**src/rtl/gcic_div_cell.sv**
```systemverilog
`timescale 1ns / 1ps
`default_nettype none
// ----------------------------------------------------------------------------
// gcic_div_cell
// One restoring-division cell: handles one quotient bit per cycle while en_i
// is high and passes the partial remainder to the next cell through a register.
// ----------------------------------------------------------------------------
module gcic_div_cell #(
  parameter int unsigned RemBits = 33,
  parameter int unsigned DivBits = 32,
  parameter int unsigned IdxBits = 31
) (
  input  wire logic               clk_i,
  input  wire logic               rst_ni,
  input  wire logic               en_i,
  input  wire logic               valid_i,
  input  wire logic [RemBits-1:0] rem_i,
  input  wire logic [IdxBits-1:0] quo_i,
  input  wire logic [IdxBits-1:0] num_i,
  input  wire logic [DivBits-1:0] div_i,
  output logic                    valid_o,
  output logic [RemBits-1:0]      rem_o,
  output logic [IdxBits-1:0]      quo_o,
  output logic [IdxBits-1:0]      num_o
);
  logic [RemBits-1:0] shifted;
  logic [RemBits:0]   diff;
  logic               take;
  logic               valid_q;
  logic [RemBits-1:0] rem_q;
  logic [IdxBits-1:0] quo_q, num_q;

  always_comb begin
    shifted = {rem_i[RemBits-2:0], num_i[IdxBits-1]};
    diff = {1'b0, shifted} - {{(RemBits + 1 - DivBits){1'b0}}, div_i};
    take = !diff[RemBits];
  end

  always_ff @(posedge clk_i or negedge rst_ni) begin
    if (!rst_ni) begin
      valid_q <= 1'b0;
    end else if (en_i) begin
      valid_q <= valid_i;
    end
  end

  always_ff @(posedge clk_i) begin
    if (en_i) begin
      rem_q <= take ? diff[RemBits-1:0] : shifted;
      quo_q <= {quo_i[IdxBits-2:0], take};
      num_q <= {num_i[IdxBits-2:0], 1'b0};
    end
  end

  assign valid_o = valid_q;
  assign rem_o   = rem_q;
  assign quo_o   = quo_q;
  assign num_o   = num_q;
endmodule
`default_nettype wire

```
**config.mk**
```make
export PLATFORM = sky130hd
export DESIGN_NAME = gcic_div_cell
export DESIGN_NICKNAME = d
export VERILOG_FILES = /design/src/rtl/gcic_div_cell.sv
export SDC_FILE = /design/constraint.sdc
export NUM_CORES = 1
export LEC_CHECK = 0
export BUFFER_PORTS_ARGS = -buffer_cell sky130_fd_sc_hd__buf_2
export CELL_PAD_IN_SITES_DETAIL_PLACEMENT = 1
export CELL_PAD_IN_SITES_GLOBAL_PLACEMENT = 2
export CORE_UTILIZATION = 27
export DETAILED_ROUTE_END_ITERATION = 6
export GPL_ROUTABILITY_DRIVEN = 0
export PLACE_DENSITY = 0.84
export SETUP_SLACK_MARGIN = 0.3
export SKIP_LAST_GASP = 1
export SYNTH_ARGS = -nofsm -noshare
export SYNTH_HDL_FRONTEND = slang
export SYNTH_SLANG_ARGS = --single-unit
```
**constraint.sdc**
```tcl
create_clock -name clk_i -period 0.84 [get_ports clk_i]
set_clock_uncertainty 0.1 [all_clocks]
set_input_delay 0.084 -clock clk_i [delete_from_list [all_inputs] [get_ports clk_i]]
set_output_delay 0.084 -clock clk_i [all_outputs]
set_load 0.05 [all_outputs]
```
[Yosys cells after proc, flatten, opt, wreduce, memory -nomap -nowiden]
Index checks and enable logic that the tools add are counted.
Word-level totals
  bits in latches: 0
  memories: 0
  output and inout port bits: 96
  input bits: 131
  word-level logic and storage cells: 7
  flip-flop bits (word level): 95
  bits in read-only memories: 0
  RAM bits: 0
Operators by class
  shift-type cells: 0
  magnitude comparators: 0
  eq/ne operators: 0
  $add $sub $neg: 1
  bitwise gates (word level): 0
  reduce and logical (&&, ||, !) cells: 1
  muxes and demuxes: 1
  divide/modulo/power cells: 0
  multipliers: 0
Operators by type and width (number)
  subtractor 33 x 32 -> 34 bit: 1
  2-to-1 mux 33 bit: 1
  zero test 1 bit: 1

[Depth between registers and ports, before layout]
  depth in word-level cells: 2
  mapped depth: 12
  depth with buffers taken out: 11

[Least setup slack after synthesis]
No wires, ideal clock.
  path kind: input-to-reg
  from: input div_i[24]
  to: register rem_q[10], in the netlist rem_o[10] (data pin)
  path buffers: 2
  stages: 12
  setup time: 0.260 ns
  required time: 0.480 ns
  setup slack: -1.664 ns
  arrival time: 2.144 ns
  cell sequence: inv_1 > ha_1 > buf_2 > and3_1 > a21boi_0 > o21ai_0 > a31oi_1 > o21ai_4 > o21a_4 > inv_6 > buf_12 > mux2_4
On the way
  longest elaborated chain between the ends: 2
Ends and longest elaborated chain
  from (decl): line 20  | input wire logic [DivBits-1:0] div_i,
  subtractor 33 x 32 -> 34 bit: line 35  | diff = {1'b0, shifted} - {{(RemBits + 1 - DivBits){1'b0}}, div_i};
  2-to-1 mux 33 bit: line 49  | rem_q <= take ? diff[RemBits-1:0] : shifted;
  to (signal assigned): line 49
  to (decl): line 30  | logic [RemBits-1:0] rem_q;
No other way between the ends.
A chain may end at the register's enable or synchronous reset.

[Final worst setup path]
  from: input rem_i[3]
  to: register rem_q[1], in the netlist rem_o[1] (data pin)
On the way
  longest elaborated chain between the ends: 2
Ends and longest elaborated chain
  from (decl): line 17  | input wire logic [RemBits-1:0] rem_i,
  subtractor 33 x 32 -> 34 bit: line 35
  2-to-1 mux 33 bit: line 49
No other way between the ends.

==> impl_metrics.json <==
{
  "cp.buffers_inverters": 3,
  "grt_use_met3_pct": 5.132,
  "clk_latency_ns": 0.35,
  "clkSlewWorstSetupHoldPaths_ns": 0.07,
  "async_flop_share_pct": 1.053,
  "post_dp_cell_area_sq_um": 8061,
  "min_period_ns": 2.254,
  "synth_cell_types": 58,
  "ant_nets": 0,
  "r2r_cells": 2,
  "whs_ns": -0.1978,
  "cp-start-kind": "primary input",
  "layout_setup_ws_ns": -1.414,
  "grt_busiest_layer": "met2",
  "syn_avg_cell_area_sq_um": 11.96,
  "mostFrequentLayoutCell": "buf_4",
  "violations": "hold timing, setup timing",
  "dieArea_sq_um": 20820,
  "seq_area_sq_um": 2849,
  "crit_type": "primary input to register",
  "worstReg2RegEnd": "valid_o",
  "power.switching_w": 0.006104,
  "finalCritPeriodShare_pct": 268.4,
  "final_core_util_pct": 49.39,
  "finalInstanceArea_sq_um": 9707,
  "clockPowerShare_pct": 27.7,
  "nets": 984,
  "grt_use_met1_pct": 19.86,
  "grt_pass1_wl_mm": 30.44,
  "rsz0062_at_grt": "true",
  "die_x_um": 144.3,
  "rows": 51,
  "holdPathStages": 1,
  "p_per_area_nw_per_um2": 1898,
  "port_buffers": 223,
  "cpPeakStageDelay_ns": 0.36,
  "io-pin-count": 227,
  "seqPwrFrac_pct": 33.2,
  "fillers": 2062,
  "status": "complete, but fails checks",
  "syn_to_final_growth_pct": 77.53,
  "holdCritStartpoint": "quo_i[14]",
  "power_leakage_nw": 4.247,
  "r2r_slack_ns": -0.15,
  "r2r_start": "valid_o",
  "ys_ff_latch": 95,
  "internal_power_w": 0.01232,
  "cts_buffer_depth": 2,
  "netSwitchingFraction_pct": 33.12,
  "arrival_ns": 2.26,
  "multi_input_area_sq_um": 2904,
  "clkSinkCount": 95,
  "hold_viol": 81,
  "slowest_stage": "o21a_4",
  "crit_top_cell": "buf_6",
  "synth_edf_count": 94,
  "num_vias": 5142,
  "cp_max_fo": 6,
  "routed_wl_mm": 20.61,
  "end_kind": "register",
  "drtIter0Drc": 194,
  "synth_nets": 621,
  "grt_use_met2_pct": 37.55,
  "htree_num_levels": 3,
  "post-route-drc-count": 0,
  "start_util_pct": 27.82,
  "via_per_inst": 4.713,
  "die_y_um": 144.3,
  "cp.required_ns": 0.85,
  "cp_top_family": "compound AO/OA/AOI/OAI gates",
  "grt_usage_pct": 19.56,
  "drive_above_1_share_pct": 60.48,
  "hold-path-endpoint": "quo_o[15]",
  "wl_per_cell_um": 18.89,
  "hpwl_mm": 15.31,
  "final_cell_mix": "buf_4, buf_2, buf_6",
  "grt_max_degree": 18,
  "tritoncts": "yes",
  "final_cells": 1091,
  "ir_drop_v": 0.0008305,
  "slew_viol_final": 0,
  "hold_path.class": "primary input to register",
  "syn_inst": 457,
  "grt-ovfl-total": 0,
  "first_pass_iters": 6,
  "ys.flop_type": "edfxtp_1",
  "ys.warnings.count": 0,
  "cts_hold_buf": 1,
  "synth_area_sq_um": 5468,
  "grt_pass1_vias": 5655,
  "core_area_sq_um": 19650,
  "pwr-share-comb_pct": 39.0,
  "dp_slack_ns": -1.918,
  "cts-root-buf": "clkbuf_16",
  "antenna_found_initial": 1,
  "finalSetupViolCount": 130,
  "max_cap_viol_count": 0,
  "place_inst": 1052,
  "worstPathCellList": "buf_6, ha_4, a21o_1, o41ai_4, buf_4, o311ai_4, o21ai_4, o21a_4, buf_6, mux2_4",
  "max_freq_ghz": 0.4436,
  "cts_buffers": 9,
  "yosysSeqAreaShare_pct": 52.08
}
-- synthesized netlist by cell type (all sizes together) (2+ instances only) --
master / n / area share [%]
mux2i: 2 / 0.37
a31oi: 6 / 0.69
inv: 44 / 3.1
clkbuf: 2 / 0.16
o22ai: 2 / 0.23
nand2b: 4 / 0.46
nor4: 4 / 0.46
nand2: 24 / 1.6
o211ai: 11 / 1.6
mux2: 28 / 7.0
o211a: 2 / 0.37
ha: 32 / 7.3
a21boi: 4 / 0.55
a211oi: 4 / 0.55
a21o: 8 / 1.1
nor2: 23 / 1.6
edfxtp: 94 / 52
and3: 5 / 0.57
o21a: 5 / 0.82
o31ai: 5 / 0.69
buf: 15 / 2.0
nor3: 5 / 0.64
and3b: 2 / 0.32
o21bai: 3 / 0.41
a21oi: 32 / 3.0
nor2b: 2 / 0.23
xnor2: 18 / 2.9
a41oi: 3 / 0.48
xor2: 8 / 1.3
nand4: 8 / 0.92
or3: 2 / 0.23
and2: 3 / 0.34
nand3: 9 / 0.82
o21ai: 24 / 2.4
-- kinds of logic (layout without fill, tap and decap cells) --
group                      Yosys count  in the layout  share of synthesized area (%)
DFF                                 95             95                          52.08
AOI/OAI and AO/OA                  118            118                          14.87
xor gates and xnor gates            26             26                          4.165
buffers and inverters               61            429                          5.286
other                                1              2                        0.06858
and+or+nand+nor                     93             93                          8.467
adders and majority gates           33             33                          7.689
muxes                               30             30                          7.368
-- cell type report --
| cell class | instances | area share (%) |
|---|---|---|
| Antenna cell | 1 | 0.02578 |
| Tap cell | 265 | 3.416 |
| Sequential cell | 95 | 29.35 |
| Inverter | 44 | 2.385 |
| Timing Repair inverter | 3 | 0.3738 |
| Timing Repair Buffer | 366 | 30.73 |
| Clock buffer | 10 | 2.359 |
| Clock inverter | 6 | 1.444 |
| Multi-Input combinational cell | 301 | 29.92 |
-- flip-flops by register name, summed over array words and instances, names as in the netlist --
| signal | count |
|---|---|
| rem_o | 33 |
| quo_o | 31 |
| num_o | 30 |
| valid_o | 1 |
-- repair_timing --
item                                   4_1_cts  5_1_grt
gates resized for setup                    272       17
cloned                                       3        1
endpoints found under the hold margin       86       79
buffers inserted                            10        7
setup endpoints to repair                  177      137
pin swaps                                   25        7
-- per-layer routing --
layer | wire (um) | vias to the layer above
li1 | - | 2431
met1 | 7595 | 2487
met2 | 10870 | 181
met3 | 1451 | 41
met4 | 680 | 2
met5 | 12 | -
-- power by group through the flow --
stage / combinational (W) / clock (W) / sequential, W
final: 0.00719 / 0.00511 / 0.00612
after floorplan: 0.00212 / 0 / 0.00786
after global placement: 0.00585 / 0 / 0.00608
after global routing: 0.00760 / 0.00536 / 0.00617
after CTS: 0.00707 / 0.00523 / 0.00613
after detailed placement: 0.00597 / 0 / 0.00610
-- worst max-delay path by stage --
stage / slack (ns) / cells after the start / endpoint / start
2_1_floorplan: -1.62 / 12 / rem_o[10] / div_i[18]
3_5_place_dp: -1.92 / 11 / rem_o[9] / div_i[18]
6_report: -1.41 / 10 / rem_o[1] / rem_i[3]
4_1_cts: -1.34 / 12 / rem_o[22] / num_i[30]
3_3_place_gp: -1.90 / 11 / rem_o[2] / div_i[18]
5_1_grt: -1.48 / 13 / rem_o[25] / div_i[18]
-- stage by stage --
| step | setup TNS [ns] | power, W |
|---|---|---|
| after detailed placement | -69.65 | 0.01207 |
| after floorplan | -51.61 | 0.009981 |
| after global routing | -75.03 | 0.01913 |
| after global placement | -68.13 | 0.01193 |
| final | -70.76 | 0.01843 |
| after CTS | -69.99 | 0.01842 |
(Power assumes the default switching activity.)
